### src/design/pdz_pkg.sv
// Shared types and constants of the periodic delta zigzag encoder.
`timescale 1ns / 1ps
package pdz_pkg;

  localparam int POS_W        = 16;
  localparam int AXIS_W       = 2;
  localparam int BYTE_W       = 8;
  localparam int COUNT_W      = 20;
  localparam int DIFF_W       = POS_W + 2;
  localparam int MAX_COORDS   = 262144;
  localparam int COUNT_LIMIT  = (1 << COUNT_W) - 1;
  localparam int COUNT_CAP_INT =
      (3 * MAX_COORDS < COUNT_LIMIT) ? 3 * MAX_COORDS : COUNT_LIMIT;
  localparam logic [COUNT_W-1:0] COUNT_CAP = COUNT_W'(COUNT_CAP_INT);
  localparam logic [POS_W-1:0]   MAG_MAX   = 16'h8000;
  localparam logic [BYTE_W-1:0]  ESC_CODE  = 8'hFF;
  localparam logic [POS_W-1:0]   BOUND_RST = 16'hFFFF;

  localparam int FIFO_DEPTH = 4;
  localparam int FIFO_AW    = $clog2(FIFO_DEPTH);

  typedef enum logic [AXIS_W-1:0] {
    CFG_BOUND_X = 2'd0,
    CFG_BOUND_Y = 2'd1,
    CFG_BOUND_Z = 2'd2
  } cfg_reg_e;

  typedef enum logic [1:0] {
    SEL_FIRST,
    SEL_LOW,
    SEL_HIGH
  } byte_sel_e;

  typedef struct packed {
    logic [POS_W-1:0]   zz;
    logic               esc;
    logic [BYTE_W-1:0]  delta_byte;
    logic [POS_W-1:0]   max_abs;
    logic [COUNT_W-1:0] count;
  } pdz_entry_t;

  typedef struct packed {
    logic valid;
    logic pop;
  } pdz_head_ctl_t;

endpackage

### src/design/pdz_front.sv
// Front end: bound registers, delta wrap, zigzag classification and frame totals.
`timescale 1ns / 1ps
module pdz_front
  import pdz_pkg::*;
(
  input  logic               clk_i,
  input  logic               rst_ni,
  input  logic               cfg_valid_i,
  input  logic [AXIS_W-1:0]  cfg_index_i,
  input  logic [POS_W-1:0]   cfg_data_i,
  input  logic               in_valid_i,
  output logic               in_stall_o,
  input  logic [POS_W-1:0]   prev_position_i,
  input  logic [POS_W-1:0]   target_position_i,
  input  logic [AXIS_W-1:0]  axis_i,
  input  logic               frame_start_i,
  input  logic               full_i,
  output logic               push_o,
  output pdz_entry_t         entry_o
);

  logic [POS_W-1:0] bound_x_q, bound_y_q, bound_z_q;

  always_ff @(posedge clk_i or negedge rst_ni) begin
    if (!rst_ni) begin
      bound_x_q <= BOUND_RST;
      bound_y_q <= BOUND_RST;
      bound_z_q <= BOUND_RST;
    end else if (cfg_valid_i) begin
      unique case (cfg_reg_e'(cfg_index_i))
        CFG_BOUND_X: bound_x_q <= cfg_data_i;
        CFG_BOUND_Y: bound_y_q <= cfg_data_i;
        CFG_BOUND_Z: bound_z_q <= cfg_data_i;
        default: ;
      endcase
    end
  end

  // pipeline control
  logic s1_valid_q, s2_valid_q;
  logic in_acc, adv2, push;

  assign push       = s2_valid_q & ~full_i;
  assign adv2       = ~s2_valid_q | push;
  assign in_stall_o = s1_valid_q & ~adv2;
  assign in_acc     = in_valid_i & ~in_stall_o;
  assign push_o     = push;

  always_ff @(posedge clk_i or negedge rst_ni) begin
    if (!rst_ni) begin
      s1_valid_q <= 1'b0;
      s2_valid_q <= 1'b0;
    end else begin
      if (in_acc) begin
        s1_valid_q <= 1'b1;
      end else if (adv2) begin
        s1_valid_q <= 1'b0;
      end
      if (adv2) begin
        s2_valid_q <= s1_valid_q;
      end
    end
  end

  // stage 1: raw difference and bound select
  logic signed [DIFF_W-1:0] diff_d, diff_q;
  logic [POS_W-1:0]         bound_d, bound_q;
  logic                     fs1_q;

  assign diff_d = $signed({2'b00, target_position_i}) - $signed({2'b00, prev_position_i});

  always_comb begin
    case (axis_i)
      CFG_BOUND_X: bound_d = bound_x_q;
      CFG_BOUND_Y: bound_d = bound_y_q;
      default:     bound_d = bound_z_q;
    endcase
  end

  always_ff @(posedge clk_i) begin
    if (in_acc) begin
      diff_q  <= diff_d;
      bound_q <= bound_d;
      fs1_q   <= frame_start_i;
    end
  end

  // stage 2: periodic wrap, both corrections evaluated in parallel
  logic signed [DIFF_W-1:0] bnd_s, half_s, nhalf_s, d_minus, d_plus, d_wrap;
  logic                     over, under_m, under_p;
  logic [POS_W-1:0]         d16_q;
  logic                     fs2_q;

  always_comb begin
    bnd_s   = $signed({2'b00, bound_q});
    half_s  = $signed({3'b000, bound_q[POS_W-1:1]});
    nhalf_s = -half_s;
    d_minus = diff_q - bnd_s;
    d_plus  = diff_q + bnd_s;
    over    = diff_q > half_s;
    under_m = d_minus < nhalf_s;
    under_p = diff_q < nhalf_s;
    if (over) begin
      d_wrap = under_m ? diff_q : d_minus;
    end else begin
      d_wrap = under_p ? d_plus : diff_q;
    end
  end

  always_ff @(posedge clk_i) begin
    if (adv2 && s1_valid_q) begin
      d16_q <= d_wrap[POS_W-1:0];
      fs2_q <= fs1_q;
    end
  end

  // classification and frame totals, committed on push
  logic [POS_W-1:0]   max_q, max_d, max_base, mag;
  logic [COUNT_W-1:0] cnt_q, cnt_d, cnt_base;
  logic [COUNT_W:0]   cnt_sum;
  logic [POS_W-1:0]   zz;
  logic               neg, esc;
  logic [1:0]         nbytes;

  always_comb begin
    neg      = d16_q[POS_W-1];
    mag      = neg ? (POS_W'(0) - d16_q) : d16_q;
    max_base = fs2_q ? '0 : max_q;
    cnt_base = fs2_q ? '0 : cnt_q;
    max_d    = (mag > max_base) ? mag : max_base;
    zz       = {d16_q[POS_W-2:0], 1'b0} ^ {POS_W{neg}};
    esc      = zz >= {8'h00, ESC_CODE};
    nbytes   = esc ? 2'd3 : 2'd1;
    cnt_sum  = {1'b0, cnt_base} + (COUNT_W + 1)'(nbytes);
    cnt_d    = (cnt_sum > {1'b0, COUNT_CAP}) ? COUNT_CAP : cnt_sum[COUNT_W-1:0];
  end

  always_ff @(posedge clk_i or negedge rst_ni) begin
    if (!rst_ni) begin
      max_q <= '0;
      cnt_q <= '0;
    end else if (push) begin
      max_q <= max_d;
      cnt_q <= cnt_d;
    end
  end

  assign entry_o = '{zz: zz, esc: esc, delta_byte: d16_q[BYTE_W-1:0],
                     max_abs: max_d, count: cnt_d};

  a_cnt_cap: assert property (@(posedge clk_i) disable iff (!rst_ni) cnt_q <= COUNT_CAP)
    else $error("frame byte count above cap");
  a_max_range: assert property (@(posedge clk_i) disable iff (!rst_ni) max_q <= MAG_MAX)
    else $error("running max above half range");

endmodule

### src/design/pdz_fifo.sv
// Small queue of classified coordinates between front and back end.
`timescale 1ns / 1ps
module pdz_fifo
  import pdz_pkg::*;
(
  input  logic          clk_i,
  input  logic          rst_ni,
  input  logic          push_i,
  input  pdz_entry_t    entry_i,
  output logic          full_o,
  input  pdz_head_ctl_t head_i,
  output logic          valid_o,
  output pdz_entry_t    head_o
);

  pdz_entry_t          mem_q [FIFO_DEPTH];
  logic [FIFO_AW-1:0]  wr_ptr_q, rd_ptr_q;
  logic [FIFO_AW:0]    count_q;
  logic                pop;

  assign full_o  = count_q == (FIFO_AW + 1)'(FIFO_DEPTH);
  assign valid_o = count_q != '0;
  assign head_o  = mem_q[rd_ptr_q];
  assign pop     = head_i.pop & head_i.valid & valid_o;

  always_ff @(posedge clk_i) begin
    if (push_i) begin
      mem_q[wr_ptr_q] <= entry_i;
    end
  end

  always_ff @(posedge clk_i or negedge rst_ni) begin
    if (!rst_ni) begin
      wr_ptr_q <= '0;
      rd_ptr_q <= '0;
      count_q  <= '0;
    end else begin
      if (push_i) begin
        wr_ptr_q <= wr_ptr_q + 1'b1;
      end
      if (pop) begin
        rd_ptr_q <= rd_ptr_q + 1'b1;
      end
      case ({push_i, pop})
        2'b10:   count_q <= count_q + 1'b1;
        2'b01:   count_q <= count_q - 1'b1;
        default: ;
      endcase
    end
  end

  a_no_overflow: assert property (@(posedge clk_i) disable iff (!rst_ni)
                                  !(push_i && full_o))
    else $error("push into full queue");
  a_count_range: assert property (@(posedge clk_i) disable iff (!rst_ni)
                                  count_q <= (FIFO_AW + 1)'(FIFO_DEPTH))
    else $error("queue count out of range");

endmodule

### src/design/pdz_back.sv
// Back end: expands each queued coordinate into one or three code bytes.
`timescale 1ns / 1ps
module pdz_back
  import pdz_pkg::*;
(
  input  logic               clk_i,
  input  logic               rst_ni,
  input  logic               head_valid_i,
  input  pdz_entry_t         head_i,
  output pdz_head_ctl_t      head_ctl_o,
  output logic               out_valid_o,
  input  logic               out_stall_i,
  output logic [BYTE_W-1:0]  code_byte_o,
  output logic               last_of_run_o,
  output logic [BYTE_W-1:0]  delta_byte_o,
  output logic [POS_W-1:0]   max_abs_so_far_o,
  output logic [COUNT_W-1:0] coded_bytes_so_far_o
);

  byte_sel_e          sel_q, sel_d;
  logic               out_valid_q;
  logic [BYTE_W-1:0]  code_q, delta_q, code_d;
  logic               last_q, last_d;
  logic [POS_W-1:0]   max_q;
  logic [COUNT_W-1:0] cnt_q;
  logic               load, fire;

  assign load = ~out_valid_q | ~out_stall_i;
  assign fire = load & head_valid_i;

  always_comb begin
    sel_d = sel_q;
    if (fire) begin
      unique case (sel_q)
        SEL_FIRST: sel_d = head_i.esc ? SEL_LOW : SEL_FIRST;
        SEL_LOW:   sel_d = SEL_HIGH;
        SEL_HIGH:  sel_d = SEL_FIRST;
        default:   sel_d = SEL_FIRST;
      endcase
    end
  end

  always_comb begin
    unique case (sel_q)
      SEL_FIRST: begin
        code_d = head_i.esc ? ESC_CODE : head_i.zz[BYTE_W-1:0];
        last_d = ~head_i.esc;
      end
      SEL_LOW: begin
        code_d = head_i.zz[BYTE_W-1:0];
        last_d = 1'b0;
      end
      SEL_HIGH: begin
        code_d = head_i.zz[POS_W-1:BYTE_W];
        last_d = 1'b1;
      end
      default: begin
        code_d = head_i.zz[BYTE_W-1:0];
        last_d = 1'b1;
      end
    endcase
  end

  assign head_ctl_o = '{valid: head_valid_i, pop: fire & last_d};

  always_ff @(posedge clk_i or negedge rst_ni) begin
    if (!rst_ni) begin
      sel_q       <= SEL_FIRST;
      out_valid_q <= 1'b0;
    end else begin
      sel_q <= sel_d;
      if (load) begin
        out_valid_q <= head_valid_i;
      end
    end
  end

  always_ff @(posedge clk_i) begin
    if (fire) begin
      code_q  <= code_d;
      last_q  <= last_d;
      delta_q <= head_i.delta_byte;
      max_q   <= head_i.max_abs;
      cnt_q   <= head_i.count;
    end
  end

  assign out_valid_o          = out_valid_q;
  assign code_byte_o          = code_q;
  assign last_of_run_o        = last_q;
  assign delta_byte_o         = delta_q;
  assign max_abs_so_far_o     = max_q;
  assign coded_bytes_so_far_o = cnt_q;

  a_mid_run_head: assert property (@(posedge clk_i) disable iff (!rst_ni)
                                   (sel_q != SEL_FIRST) |-> head_valid_i)
    else $error("escape run lost its queue entry");

endmodule

### src/design/periodic_delta_zigzag_encoder.sv
// Top level of the periodic delta zigzag escape-byte encoder.
//
// Input channel: one coordinate word per accepted cycle (in_valid_i high,
// in_stall_o low): previous and target position, axis and frame start.
// Output channel: one code byte word per accepted cycle (out_valid_o high,
// out_stall_i low). A coordinate whose zigzag code is below 255 yields one
// word; otherwise three (escape, low byte, high byte), last_of_run_o on the
// final one. Each word also carries the delta low byte and the frame totals.
// A coordinate passes front stages 1 and 2, the queue and the back end
// output register. Throughput: one output word per cycle while out_stall_i
// is low, so one coordinate per cycle for short codes, and escaped codes take
// three words; the byte expander in the back end sets that rate. A 4-entry
// queue separates front and back, so input keeps flowing while the output
// is stalled until the queue and the two front stages fill, then in_stall_o
// rises. Configuration: cfg_ready_o is always high; indices 0..2 write the
// x, y and z bounds, index 3 is ignored. Write only while the block is idle.
// Reset clears the pipeline, queue and frame totals; bounds reset to 65535.
`timescale 1ns / 1ps
module periodic_delta_zigzag_encoder
  import pdz_pkg::*;
(
  input  logic               clk_i,
  input  logic               rst_ni,
  input  logic               cfg_valid_i,
  output logic               cfg_ready_o,
  input  logic [AXIS_W-1:0]  cfg_index_i,
  input  logic [POS_W-1:0]   cfg_data_i,
  input  logic               in_valid_i,
  output logic               in_stall_o,
  input  logic [POS_W-1:0]   prev_position_i,
  input  logic [POS_W-1:0]   target_position_i,
  input  logic [AXIS_W-1:0]  axis_i,
  input  logic               frame_start_i,
  output logic               out_valid_o,
  input  logic               out_stall_i,
  output logic [BYTE_W-1:0]  code_byte_o,
  output logic               last_of_run_o,
  output logic [BYTE_W-1:0]  delta_byte_o,
  output logic [POS_W-1:0]   max_abs_so_far_o,
  output logic [COUNT_W-1:0] coded_bytes_so_far_o
);

  logic          push, full, head_valid;
  pdz_entry_t    entry, head;
  pdz_head_ctl_t head_ctl;

  assign cfg_ready_o = 1'b1;

  pdz_front u_front (
    .clk_i             (clk_i),
    .rst_ni            (rst_ni),
    .cfg_valid_i       (cfg_valid_i),
    .cfg_index_i       (cfg_index_i),
    .cfg_data_i        (cfg_data_i),
    .in_valid_i        (in_valid_i),
    .in_stall_o        (in_stall_o),
    .prev_position_i   (prev_position_i),
    .target_position_i (target_position_i),
    .axis_i            (axis_i),
    .frame_start_i     (frame_start_i),
    .full_i            (full),
    .push_o            (push),
    .entry_o           (entry)
  );

  pdz_fifo u_fifo (
    .clk_i   (clk_i),
    .rst_ni  (rst_ni),
    .push_i  (push),
    .entry_i (entry),
    .full_o  (full),
    .head_i  (head_ctl),
    .valid_o (head_valid),
    .head_o  (head)
  );

  pdz_back u_back (
    .clk_i                (clk_i),
    .rst_ni               (rst_ni),
    .head_valid_i         (head_valid),
    .head_i               (head),
    .head_ctl_o           (head_ctl),
    .out_valid_o          (out_valid_o),
    .out_stall_i          (out_stall_i),
    .code_byte_o          (code_byte_o),
    .last_of_run_o        (last_of_run_o),
    .delta_byte_o         (delta_byte_o),
    .max_abs_so_far_o     (max_abs_so_far_o),
    .coded_bytes_so_far_o (coded_bytes_so_far_o)
  );

endmodule

### config.mk
export PLATFORM = sky130hd
export DESIGN_NAME = periodic_delta_zigzag_encoder
export DESIGN_NICKNAME = d
export VERILOG_FILES = /design/src/design/pdz_pkg.sv /design/src/design/pdz_front.sv /design/src/design/pdz_fifo.sv /design/src/design/pdz_back.sv /design/src/design/periodic_delta_zigzag_encoder.sv
export SDC_FILE = /design/constraint.sdc
export NUM_CORES = 1
export LEC_CHECK = 0
export ABC_AREA = 1
export BUFFER_PORTS_ARGS = -buffer_cell sky130_fd_sc_hd__buf_2
export CAP_MARGIN = 30
export CORE_MARGIN = 5
export CORE_UTILIZATION = 45
export DETAILED_ROUTE_END_ITERATION = 10
export MAX_ROUTING_LAYER = met4
export SLEW_MARGIN = 25
export SYNTH_ARGS = -nofsm -noshare
export SYNTH_HDL_FRONTEND = slang
export SYNTH_SLANG_ARGS = --single-unit
### constraint.sdc
create_clock -name clk_i -period 4.5 [get_ports clk_i]
set_clock_uncertainty 0.15 [all_clocks]
set_input_delay 0.225 -clock clk_i [delete_from_list [all_inputs] [get_ports clk_i]]
set_output_delay 0.225 -clock clk_i [all_outputs]
set_load 0.05 [all_outputs]
=== Word-level counts from Yosys, hierarchy flattened ===
Memory sizes are Yosys's and may differ from the RTL's.
Index checks and enable logic that the tools add are counted.

* Register bits after elaboration: 200
* RAM bits: 244
* Word-level logic and storage cells: 94
* Memories kept: 1

{| class="wikitable"
|+ Memories
! memory !! words !! width !! rd ports !! clocked after memory_dff !! wr ports !! RTL line !! RTL
|-
| u_fifo.mem_q || 4 || 61 || 1 || 0 || 1 || pdz_fifo.sv:16 || <nowiki>pdz_entry_t mem_q [FIFO_DEPTH];</nowiki>
|}

* Add/sub/neg operators: 10
* Magnitude comparators: 6
* Eq/ne operators: 8
* Mux-type cells: 20
* Bitwise gates (word level): 17
* Reductions and logical operators: 10

{| class="wikitable"
|+ Operators by type and width
! operator !! count
|-
| 2-to-1 mux 16 bit || 6
|-
| 2-to-1 mux 20 bit || 2
|-
| case mux 16 bit (2 select lines) || 1
|-
| adder 20 x 2 -> 21 bit || 1
|-
| greater-than comparator 21 x 20 -> 1 bit (second input constant) || 1
|-
| < comparator 17 x 18 -> 1 bit || 1
|-
| < comparator 18 bit || 1
|-
| negation 15 -> 18 bit || 1
|-
| subtractor 17 x 17 -> 18 bit || 1
|-
| greater-than comparator 17 x 16 -> 1 bit || 1
|-
| subtractor 16 x 16 -> 17 bit || 1
|-
| adder 16 bit || 1
|-
| >= comparator 16 x 8 -> 1 bit (second input constant) || 1
|-
| greater-than comparator 16 bit || 1
|-
| case mux 8 bit (2 select lines) || 1
|-
| subtractor 1 x 16 -> 16 bit (first input constant) || 1
|-
| bitwise XOR 16 bit || 1
|-
| equality test 2 x 1 -> 1 bit (second input constant) || 4
|-
| 2-to-1 mux 8 bit || 1
|-
| AND 1 bit || 7
|-
| inverter 1 bit || 7
|-
| equality test 2 bit (second input constant) || 3
|-
| logical NOT 2 bit || 3
|-
| case mux 3 bit (2 select lines) || 1
|-
| other kinds (13) || 22
|}

=== Depth between registers and ports, before layout ===
Gate-level depths: netlist (run 1).

* Depth after elaboration: 9
* Mapped depth: 28
* Gate-level depth less buffers: 28

=== Hierarchy ===
A second synthesis (run 1) with hierarchy kept.

* Cell total of the unflattened synthesis: 2,504
* Area, all modules: 23,902.9 µm²

{| class="wikitable"
|+ Modules (own cells, without submodules)
! module !! instances !! cells an instance !! area an instance (µm²) !! seq. area each (µm²)
|-
| pdz_front || 1 || 1,626 || 11,770.0 || 3,743.6
|-
| pdz_fifo || 1 || 770 || 10,227.3 || 7,502.2
|-
| pdz_back || 1 || 106 || 1,894.3 || 1,666.6
|-
| periodic_delta_zigzag_encoder || 1 || 2 || 11.3 || 0.0
|}

=== Least setup slack after synthesis (run 1) ===
OpenSTA, ideal clock, no wires.

* Kind: register to register
* From: reg u_fifo.count_q[0]
* To: mem u_fifo.mem_q[0][0] (netlist name), enable pin
* Library setup time: 0.480 ns
* Data arrival time: 3.342 ns
* Required time: 3.870 ns
* Path slack: 0.528 ns
* Cell stages (with the launch flop): 6
* Clock period less this slack: 3.972 ns
* Cell sequence: dfrtp_1 -> nor2_1 -> nand2_1 -> nand2_1 -> buf_1 -> nor2_1

* Cells in the longest elaborated chain, start to end: 5

{| class="wikitable"
|+ Ends and longest elaborated chain
! what !! RTL line !! RTL
|-
| start: declaration || pdz_fifo.sv:18 || <nowiki>logic [FIFO_AW:0] count_q;</nowiki>
|-
| start signal: assignment || pdz_fifo.sv:45 || <nowiki>2'b10: count_q <= count_q + 1'b1;</nowiki>
|-
| start signal: assignment || pdz_fifo.sv:46 || <nowiki>2'b01: count_q <= count_q - 1'b1;</nowiki>
|-
| equality test 3 bit || pdz_fifo.sv:21 || <nowiki>assign full_o = count_q == (FIFO_AW + 1)'(FIFO_DEPTH);</nowiki>
|-
| inverter 1 bit || pdz_front.sv:43 || <nowiki>assign push = s2_valid_q & ~full_i;</nowiki>
|-
| AND 1 bit || pdz_front.sv:43 ||
|-
| 2-to-1 mux 1 bit || pdz_fifo.sv:27 || <nowiki>if (push_i) begin</nowiki>
|-
| 2-to-1 mux 1 bit (not written as such) || pdz_fifo.sv:28 || <nowiki>mem_q[wr_ptr_q] <= entry_i;</nowiki>
|-
| end: declaration || pdz_fifo.sv:16 ||
|}

Every way passes these cells.

=== Worst setup path after layout (run 1) ===
* From: reg u_front.bound_q[1]
* To: reg u_front.d16_q[4], data pin

* Cells in the longest elaborated chain, start to end: 4
* Elaborated cells on any way between the ends: 9

{| class="wikitable"
|+ Ends and longest elaborated chain
! what !! RTL line !! RTL
|-
| start: declaration || pdz_front.sv:67 || <nowiki>logic [POS_W-1:0] bound_d, bound_q;</nowiki>
|-
| start signal: assignment || pdz_front.sv:83 || <nowiki>bound_q <= bound_d;</nowiki>
|-
| subtractor 17 x 17 -> 18 bit / negation 15 -> 18 bit (equally long branches) || pdz_front.sv:98, pdz_front.sv:97 ||
|-
| < comparator 18 bit / < comparator 17 x 18 -> 1 bit (equally long branches) || pdz_front.sv:101, pdz_front.sv:102 ||
|-
| 2-to-1 mux 16 bit, on equally long branches || pdz_front.sv:104, pdz_front.sv:106 ||
|-
| 2-to-1 mux 16 bit (*) || pdz_front.sv:103 || <nowiki>if (over) begin</nowiki>
|-
| via u_front.d_wrap[4] || pdz_front.sv:89 || <nowiki>logic signed [DIFF_W-1:0] bnd_s, half_s, nhalf_s, d_minus, d_plus, d_wrap;</nowiki>
|-
| end signal: assignment || pdz_front.sv:112 || <nowiki>d16_q <= d_wrap[POS_W-1:0];</nowiki>
|-
| end: declaration || pdz_front.sv:91 || <nowiki>logic [POS_W-1:0] d16_q;</nowiki>
|}

The timed path passes the listed nets; every way through them passes the cells marked *.
A chain may end at the register's enable or synchronous reset.

==> impl_metrics.tcl, run 1 <==
set metrics [dict create \
    worstReg2RegStart "u_front.bound_q[1]" \
    slew_headroom_pct 34.67 \
    syn_to_final_growth_pct 15.38 \
    ys_top_cells_by_area "edfxtp_1 (45%), nand2_1 (8.8%), ha_1 (6.6%)" \
    outcome "completed" \
    ctsLongestPathBuffers 3 \
    antenna_found_initial 0 \
    vias 17000 \
    rsz0062_at_grt "false" \
    endpoint "u_front.d16_q[4]" \
    yosysUniqueCellTypes 51 \
    crit_path_start_kind "register" \
    synth-seq-cells 444 \
    arrival_ns 4.37 \
    clk_latency_ns 0.59 \
    diodes 0 \
    path_clk_slew_ns 0.06 \
    hold_viol_final 0 \
    crit_start "u_front.bound_q[1]" \
    syn_area_per_cell_um2 9.686 \
    r2r_cells 21 \
    drive_above_1_share_pct 14.10 \
    fillers 4604 \
    slowest_stage "edfxtp_1" \
    crit_top_cell "nand2_1" \
    core_area_mm2 0.05109 \
    holdPathStages 4 \
    end_kind "register" \
    synth.largest_area_cell "edfxtp_1" \
    wl_um 55890 \
    io_pins 114 \
    synthTopCellsByCount "nand2_1 (542), edfxtp_1 (348), inv_1 (252), o21ai_0 (206), nor2_1 (195)" \
    cts_root_buffer "clkbuf_16" \
    criticalPathCategory "register to register" \
    synth-edff-count 348 \
    netlist.area_leader.share_pct 45.16 \
    grt_pass1_wl_um 90420 \
    numCtsBuffers 48 \
    die_width_um 236.8 \
    synth.net_count 2574 \
    row_count 83 \
    die_h_um 236.8 \
    grt_remaining_overflow 0 \
    cp.required_ns 4.69 \
    dr.first_iter.drc_count 1382 \
    slew_viol_final 0 \
    slowest_delay_ns 0.49 \
    setup_viol 0 \
    seq_area_frac_synth_pct 55.80 \
    drc 0 \
    min_period_over_period_pct 92.76 \
    start_util_pct 45.29 \
    synth_flop_cell "edfxtp_1" \
    worstHoldPathType "primary input to register" \
    holdWs_ns 0.04382 \
    cap_violations 0 \
    rr_endpoint "u_front.d16_q[4]" \
    reg2reg_slack_ns 0.33 \
    drtAntennaViolNets 0 \
    h-tree-depth 2 \
    ir_drop_uv 445.1 \
    viasPerCell 5.199 \
    yosysWarnings 0 \
    seqCellArea_mm2 0.01292 \
    synth_area_mm2 0.02314 \
    clock-sinks 444 \
    grt_pass1_vias 16790 \
    power_density_mw_per_mm2 722.2 \
    grt_max_degree 89 \
    yosysMostFrequentCell "nand2_1" \
    multi_input_area_mm2 0.008959 \
    worst_pin_slew_ns 0.9777 \
    grt_use_total_pct 20.31 \
    path_max_fanout 25 \
    final_nets 2735 \
    syn_inst 2389 \
    period_needed_ns 4.174 \
    place.gp.congestion 0.9752 \
    placed_area_mm2 0.02459 \
    dieArea_mm2 0.05606 \
    design_area_mm2 0.02670 \
    portBuffers 112 \
    async_flop_share_pct 21.62 \
    wl_per_cell_um 17.10 \
    fmax_mhz 239.6 \
    p_leak_uw 0.01128 \
    hpwlAfterDp_um 38530 \
    cts_tree "built" \
    crit_path_cell_trace "inv_2, ha_1, nand3_1, nor2_1, nand2_1, nor2_1, nand4_1, nor2_2, nand3_1, xor2_1, ha_1, nand4_1, nor2_4, o2111ai_2, nand3_1, nand2_1, nand2_2, buf_12, nand2_1, o211ai_1, nand2_1" \
    drtPass1Iterations 7 \
]
kinds of logic (layout without fill, tap and decap cells):
| group | after synthesis | count (layout) | synth area share [%] |
|---|---|---|---|
| other cells | 1 | 1 | 0.01621 |
| simple gates | 984 | 984 | 18.30 |
| compound gates | 410 | 410 | 10.00 |
| xor+xnor | 76 | 76 | 2.941 |
| fa+ha+maj | 127 | 127 | 7.029 |
| buf+inv | 347 | 547 | 5.910 |
| flops | 444 | 444 | 55.80 |
cell type report:
class | count | share of cell area, %
clock buffers | 59 | 4.770
clock inverters | 30 | 1.275
inverters | 258 | 3.650
multi-input cells | 1598 | 33.55
flip-flops and latches | 444 | 48.37
well taps | 680 | 3.187
repair buffers | 199 | 5.164
repair inverters | 1 | 0.02812
worst max-delay path: cells and delay by family, from the launching register on:
kind,cells,cell delay (ns)
buffers and inverters,2,0.33
adder cells (fa/ha/maj),2,0.49
XOR/XNOR,1,0.18
AO/OA/AOI/OAI,2,0.31
flip-flops,1,0.49
AND/OR/NAND/NOR,14,1.97
registers in the layout, summed over array words and instances (netlist names), 17 cells and up:
signal / flops
u_fifo.mem_q: 244
u_front.diff_q: 17
u_back.coded_bytes_so_far_o: 20
u_front.cnt_q: 20
timing repair:
| item | CTS | global route |
|---|---|---|
| pin swaps | 0 | 1 |
| hold buffers | 37 | 0 |
| setup endpoints to repair | 16 | 81 |
| buffers inserted | 0 | 5 |
| hold endpoints to repair | 126 | 0 |
| gates resized for setup | 3 | 19 |
| gates cloned | 0 | 1 |
through the flow:
stage	TNS, ns	utilization [%]	worst slack (ns)	std cells	total power, µW
floorplan	0	-	0.5280	2389	12870
global placement	-2.384	48.12	-0.1702	3136	15140
detailed placement	-2.874	48.13	-0.2141	3136	15320
CTS	0	52.04	0.07813	3262	19380
global route	0	52.26	0.01122	3269	20640
finish	0	52.26	0.3258	3269	19280
cells in the final DEF (no fill, tap or decap), types with 5 or more instances in the layout:
cell / Yosys / routed
bufinv_16: 0 / 5
a21oi_1: 84 / 84
dlygate4sd3_1: 0 / 37
nor3_1: 20 / 15
o21bai_1: 7 / 7
nor4_1: 5 / 5
nor3_2: 0 / 5
nor2_1: 195 / 188
a22oi_1: 5 / 5
clkbuf_16: 0 / 49
fa_1: 5 / 5
dfstp_2: 48 / 48
nand4_1: 20 / 20
edfxtp_1: 348 / 348
xnor2_1: 14 / 14
o21ai_0: 206 / 203
nand3_2: 5 / 6
a32o_1: 8 / 8
o22ai_1: 44 / 44
nand3_1: 154 / 153
buf_12: 2 / 5
nand2_1: 542 / 539
inv_2: 4 / 7
xor2_1: 60 / 60
clkinvlp_4: 0 / 6
nor2_2: 12 / 14
buf_4: 1 / 44
dfrtp_1: 48 / 47
ha_1: 122 / 122
inv_1: 252 / 248
clkinv_2: 0 / 10
buf_2: 3 / 111
nor2_4: 14 / 19
clkbuf_1: 67 / 9
o211ai_1: 14 / 14
a21o_1: 6 / 6
nand2_2: 6 / 9
o21a_1: 21 / 21
power breakdown:
| part | leakage (µW) | internal [µW] | switching, µW | total, µW |
|---|---|---|---|---|
| combinational | 0.00614 | 2350 | 5790 | 8140 |
| clock | 0.000781 | 2320 | 1630 | 3960 |
| sequential | 0.00435 | 6670 | 516 | 7190 |
| total | 0.0113 | 11300 | 7940 | 19300 |
per-layer routing:
metal	global-route usage, %	wire [µm]	up-vias	share of wire (%)
li1	-	-	8436	-
met1	27.27	25160	8087	45
met2	32.76	26570	395	48
met3	2.772	2720	77	4.9
met4	5.632	1440	0	2.6
met5	-	0	-	0
how the worst min path moves through the flow:
stage | startpoint | to | slack (ns)
after floorplan | rst_ni | u_back.out_valid_o | -0.22
after global placement | rst_ni | u_front.s1_valid_q | 0.20
after detailed placement | rst_ni | u_front.s1_valid_q | 0.21
after CTS | prev_position_i[15] | u_front.diff_q[15] | 0.005
after global routing | prev_position_i[15] | u_front.diff_q[16] | 0.03
final | prev_position_i[15] | u_front.diff_q[15] | 0.04
Power figures use the tool's default switching activity.
==> run 2: changes to the inputs <==
==> constraint.sdc (replaced) <==
create_clock -name clk_i -period 4.5 [get_ports clk_i]
set_clock_uncertainty 0.15 [all_clocks]
set_input_delay 0 -clock clk_i [delete_from_list [all_inputs] [get_ports clk_i]]
set_output_delay 0 -clock clk_i [all_outputs]
set_load 0.05 [all_outputs]
==> impl_metrics.tcl, run 2 (synthesized netlist as in run 1, its figures left out) <==
set metrics [dict create \
    die_h_um 236.8 \
    clk_latency_ns 0.59 \
    largest_reg_flops 244 \
    ctsLongestPathBuffers 3 \
    worstHoldPathType "primary input to register" \
    drc 0 \
    diodes 0 \
    wl_um 56640 \
    core_area_mm2 0.05109 \
    multi_input_area_mm2 0.008941 \
    power_density_mw_per_mm2 712.2 \
    worst_pin_slew_ns 0.8980 \
    dr.first_iter.drc_count 1220 \
    min_period_over_period_pct 94.17 \
    clock-sinks 444 \
    grt_max_degree 97 \
    seqCellArea_mm2 0.01292 \
    final_common_cell "nand2_1" \
    grt_pass1_wl_um 89930 \
    crit_path_cell_trace "inv_1, ha_1, nand2_1, inv_1, nand4_1, o21ai_1, o21ai_0, xor2_1, inv_1, ha_1, nand2_1, inv_1, a21boi_0, o21ai_0, a21oi_1, nand2_1, nand2_1, buf_4, nand2_1, o21a_1" \
    period_needed_ns 4.238 \
    drtAntennaViolNets 0 \
    hold_viol_final 0 \
    fin_util_pct 52.97 \
    portBuffers 112 \
    layout_common_cells "nand2_1 (540), edfxtp_1 (348), inv_1 (248)" \
    cts_root_buffer "clkbuf_16" \
    slew_viol_final 0 \
    dieArea_mm2 0.05606 \
    cts_tree "built" \
    fillers 4549 \
    setup_viol 0 \
    row_count 83 \
    final_nets 2779 \
    finalPower_uw 19270 \
    grt_pass1_vias 16570 \
    die_width_um 236.8 \
    syn_to_final_growth_pct 16.95 \
    drive_above_1_share_pct 13.60 \
    ir_drop_uv 369.3 \
    fmax_mhz 236.0 \
    viasPerCell 5.159 \
    end_kind "register" \
    crit_path_start_kind "register" \
    place.gp.congestion 0.9590 \
    largest-register "u_fifo.mem_q" \
    crit_top_cell "nand2_1" \
    slowest_delay_ns 0.45 \
    slowest_stage "edfxtp_1" \
    wl_per_cell_um 17.10 \
    numCtsBuffers 47 \
    path_clk_slew_ns 0.06 \
    hpwlAfterDp_um 38570 \
    cap_violations 0 \
    criticalPathCategory "register to register" \
    path_max_fanout 14 \
    cp_top_family "compound AO/OA/AOI/OAI gates" \
    vias 17090 \
    start_util_pct 45.29 \
    worst-path-buf-inv 5 \
    slew_headroom_pct 39.99 \
    h-tree-depth 2 \
    cp.required_ns 4.65 \
    outcome "completed" \
    p_leak_uw 0.01143 \
    antenna_found_initial 0 \
    io_pins 114 \
    grt_remaining_overflow 0 \
    arrival_ns 4.39 \
    grt_use_total_pct 20.36 \
    drtPass1Iterations 5 \
]
-- run 2: stage by stage --
stage	hold slack, ns	cells	instance area [µm²]	setup TNS [ns]	setup WS [ns]
after floorplan	-0.4456	2389	23140	0	0.5280
after global placement	-0.06787	3137	24580	-0.2689	-0.05759
after detailed placement	-0.05551	3137	24580	-0.8110	-0.07202
after CTS	0.02535	3301	26890	0	0.007524
after global routing	0.06075	3312	27060	-0.006426	-0.006426
final	0.05771	3312	27060	0	0.2624
-- run 2: final cells by class --
type                       instances  share of cell area, %
inverter                         258                  3.602
sequential                       444                  47.73
timing repair buffer             244                  6.810
clock inverter                    20                 0.8785
timing repair inverter             1                0.02774
clock buffer                      67                  4.771
multi-input combinational       1598                  33.04
tap                              680                  3.144
-- run 2: worst paths after layout --
path	start	endpoint	slack (ns)	depth (start not counted)
setup / recovery	u_front.d16_q[0]	u_fifo.mem_q[3][33]	0.26	20
hold / removal	prev_position_i[13]	u_front.diff_q[14]	0.06	6
setup reg to reg	u_front.d16_q[0]	u_fifo.mem_q[3][33]	0.26	20
hold reg to reg	u_front.s1_valid_q	u_front.s2_valid_q	0.33	2
max in group asynchronous	rst_ni	u_fifo.rd_ptr_q[0]	3.16	3
min in group asynchronous	rst_ni	u_front.bound_z_q[6]	0.20	2
-- run 2: metal layers --
layer	track usage (%)	routed length [µm]	up-vias
met2	33.10	26840	385
met5	-	0	-
met4	4.985	1398	0
met1	27.43	25650	8102
li1	-	-	8529
met3	2.714	2746	70
-- run 2: worst register-to-register path, delay by kind of cell (launching register included) --
family,cells,cell delay (ns)
adders and majority gates,2,0.50
buffers and inverters,5,0.74
DFF,1,0.45
AOI/OAI and AO/OA,6,1.15
and+or+nand+nor,6,0.74
xor gates and xnor gates,1,0.23
-- run 2: what timing repair did --
action,CTS,global route
buffers inserted,0,5
gates resized for setup,1,16
gates cloned,0,1
setup endpoints to repair,16,71
hold buffers,77,1
hold endpoints to repair,176,2
-- run 2: where the power goes --
| part | total [µW] | internal (µW) | switching, µW |
|---|---|---|---|
| clock network | 3860 | 2250 | 1610 |
| logic | 8190 | 2450 | 5740 |
| registers | 7220 | 6670 | 550 |
| total | 19300 | 11400 | 7900 |
==> run 3: changes to the inputs <==
--- a/config.mk
+++ b/config.mk
@@ -5,7 +5,6 @@
 export SDC_FILE = /design/constraint.sdc
 export NUM_CORES = 1
 export LEC_CHECK = 0
-export ABC_AREA = 1
 export BUFFER_PORTS_ARGS = -buffer_cell sky130_fd_sc_hd__buf_2
 export CAP_MARGIN = 30
 export CORE_MARGIN = 5
==> constraint.sdc (replaced) <==
create_clock -name clk_i -period 5.33 [get_ports clk_i]
set_clock_uncertainty 0.15 [all_clocks]
set_input_delay 0 -clock clk_i [delete_from_list [all_inputs] [get_ports clk_i]]
set_output_delay 0 -clock clk_i [all_outputs]
set_load 0.01 [all_outputs]
==> impl_metrics.tcl, run 3 <==
set metrics [dict create \
    outcome "completed" \
    yosysWarnings 0 \
    power_density_mw_per_mm2 565.6 \
    cp.required_ns 5.51 \
    start_util_pct 45.44 \
    cp_top_family "simple AND/OR/NAND/NOR gates" \
    final_common_cell "edfxtp_1" \
    worst-path-buf-inv 1 \
    dr.first_iter.drc_count 854 \
    async_flop_share_pct 21.62 \
    drtAntennaViolNets 0 \
    netSwitchingFraction_pct 34.25 \
    p_leak_uw 0.01011 \
    holdWs_ns 0.02764 \
    die_width_um 232.1 \
    switchingPower_uw 5072 \
    grt_pass1_vias 14620 \
    pwr-share-seq_pct 41.2 \
    synth.largest_area_cell "edfxtp_1" \
    dr_wl_met3_um 2177 \
    synthXorXnorAreaFrac_pct 3.630 \
    viasPerCell 5.448 \
    dr_wl_met2_um 24280 \
    cts_root_buffer "clkbuf_16" \
    setup_viol 0 \
    ctsLongestPathBuffers 3 \
    criticalPathCategory "register to register" \
    clk_latency_ns 0.59 \
    antenna_found_initial 0 \
    synth_area_mm2 0.02220 \
    yosysUniqueCellTypes 76 \
    netlist.area_leader.share_pct 47.08 \
    period_needed_ns 4.989 \
    yosysMostFrequentCell "edfxtp_1" \
    syn_inst 1669 \
    placed_area_mm2 0.02375 \
    cap_violations 0 \
    path_clk_slew_ns 0.06 \
    seq_area_frac_synth_pct 58.18 \
    rsz0062_at_grt "true" \
    syn_area_per_cell_um2 13.30 \
    h-tree-depth 2 \
    p_int_uw 9736 \
    grt_pass1_wl_um 80670 \
    cts_setup_buffers 0 \
    drive_above_1_share_pct 22.50 \
    wl_per_cell_um 19.29 \
    synth-adder-area-share_pct 7.328 \
    grt_use_total_pct 19.43 \
    syn_to_final_growth_pct 17.95 \
    synth.net_count 1854 \
    io_pins 114 \
    drc 0 \
    pwr-share-clk_pct 21.9 \
    vias 14130 \
    synth_flop_cell "edfxtp_1" \
    final_nets 2075 \
    die_h_um 232.1 \
    synth-edff-count 348 \
    fmax_mhz 200.4 \
    core_area_mm2 0.04885 \
    highest_layer "met4" \
    crit_path_cell_trace "or4_1, nor4_2, or4b_1, nand2_1, xor2_1, inv_1, ha_1, and3_1, a221o_1, a21o_1, a2111oi_1, a21oi_1, or3_1, and2_4, mux2_2" \
    min_period_over_period_pct 93.61 \
    slew_viol_final 0 \
    synthTopCellsByCount "edfxtp_1 (348), ha_1 (122), nand2_1 (112), inv_1 (102), nor2_1 (96)" \
    path_max_fanout 17 \
    design_area_mm2 0.02618 \
    muxShareOfSynthArea_pct 10.22 \
    drt-met1-wl_um 22750 \
    finalWorstSetupSlack_ns 0.3407 \
    grt_max_degree 55 \
    synth_top_family_by_area "multiplexers" \
    worst_pin_slew_ns 0.9500 \
    synth_compound_area_share_pct 8.422 \
    hpwlAfterDp_um 34440 \
    synth-seq-cells 444 \
    place_ws_ns 0.06614 \
    clock-sinks 444 \
    ir_drop_uv 288.6 \
    slowest_delay_ns 0.63 \
    pwr-share-comb_pct 36.9 \
    hold_viol_final 0 \
    wl_um 50030 \
    row_count 81 \
    crit_path_start_kind "register" \
    slew_headroom_pct 36.48 \
    drtPass1Iterations 5 \
    layout_common_cells "edfxtp_1 (348), ha_1 (122), buf_2 (112)" \
    place.gp.congestion 0.9057 \
    dieArea_mm2 0.05386 \
    arrival_ns 5.17 \
    synthSimpleGateAreaFrac_pct 9.110 \
    numCtsBuffers 47 \
    cts_tree "built" \
    diodes 0 \
    slowest_stage "or4_1" \
    portBuffers 112 \
    ys_top_cells_by_area "edfxtp_1 (47%), ha_1 (6.9%), mux4_2 (6.2%)" \
    worstHoldPathType "primary input to register" \
    largest_reg_flops 244 \
    largest-register "u_fifo.mem_q" \
    grt_remaining_overflow 0 \
    end_kind "register" \
]
[run 3: cell types whose count changed after synthesis, sizes merged, moves of 38 or more]
cell / before / now
mux2: 0 / 51
nand2: 549 / 112
xnor2: 15 / 53
nand3: 163 / 38
o21ai: 208 / 80
inv: 257 / 102
o22ai: 44 / 3
nor2: 221 / 96
mux4: 0 / 61
[run 3: metrics by stage]
step | TNS (ns) | std cells | util (%) | total power [µW]
2_1_floorplan | 0 | 1669 | - | 9673
3_3_place_gp | 0 | 2421 | 48.51 | 11360
3_5_place_dp | 0 | 2424 | 48.62 | 11550
4_1_cts | 0 | 2589 | 53.42 | 14920
5_1_grt | -0.01113 | 2593 | 53.59 | 15800
6_report | 0 | 2593 | 53.59 | 14810
[run 3: kinds of logic after synthesis]
logic type      after synthesis
simple gates                402
mux                         144
compound gates              281
flops                       444
buf+inv                     178
xor+xnor                     92
fa+ha+maj                   127
other cells                   1
[run 3: tightest hold or removal path: stages]
cell and delay [ns]:
dlygate4sd3_1 0.51, buf_2 0.11, nand2_1 0.05, nand2_1 0.05
[run 3: timing repair]
item / in CTS / in global routing
resized for setup: 0 / 23
hold buffers: 77 / 3
hold endpoints to repair: 157 / 5
setup endpoints to repair: 0 / 120
[run 3: routing by layer]
| metal | up-vias | GRT usage, % |
|---|---|---|
| met5 | - | - |
| met4 | 0 | 4.044 |
| met3 | 60 | 2.996 |
| met2 | 291 | 31.38 |
| met1 | 7025 | 26.55 |
| li1 | 6750 | - |
[run 3: final cells by class]
cell class	instances	area, µm²
Fill cell	4094	22670
Sequential cell	444	12920
Multi-Input combinational cell	1047	8650
Timing Repair Buffer	247	1821
Clock buffer	68	1380
Tap cell	664	830.8
Inverter	103	386.6
Clock inverter	20	195.2
[run 3: power by group through the flow]
stage | clock, µW | combinational [µW] | sequential (µW)
after floorplan | 0 | 3590 | 6080
after global placement | 0 | 5230 | 6130
after detailed placement | 0 | 5360 | 6190
after CTS | 3330 | 5460 | 6130
after global routing | 3490 | 6070 | 6240
final | 3240 | 5460 | 6110
[run 3: path summary, 6_finish.rpt]
path | cells past startpoint | from | slack (ns) | end
min in group asynchronous | 2 | rst_ni | 0.19 | u_front.bound_y_q[7]
worst max register to register | 15 | u_front.d16_q[5] | 0.34 | u_fifo.mem_q[0][20]
worst min-delay path | 4 | out_stall_i | 0.03 | u_back.out_valid_o
max in group asynchronous | 3 | rst_ni | 4.23 | u_back.out_valid_o
worst min register to register | 0 | u_front.fs1_q | 0.28 | u_front.fs2_q
worst max-delay path | 15 | u_front.d16_q[5] | 0.34 | u_fifo.mem_q[0][20]
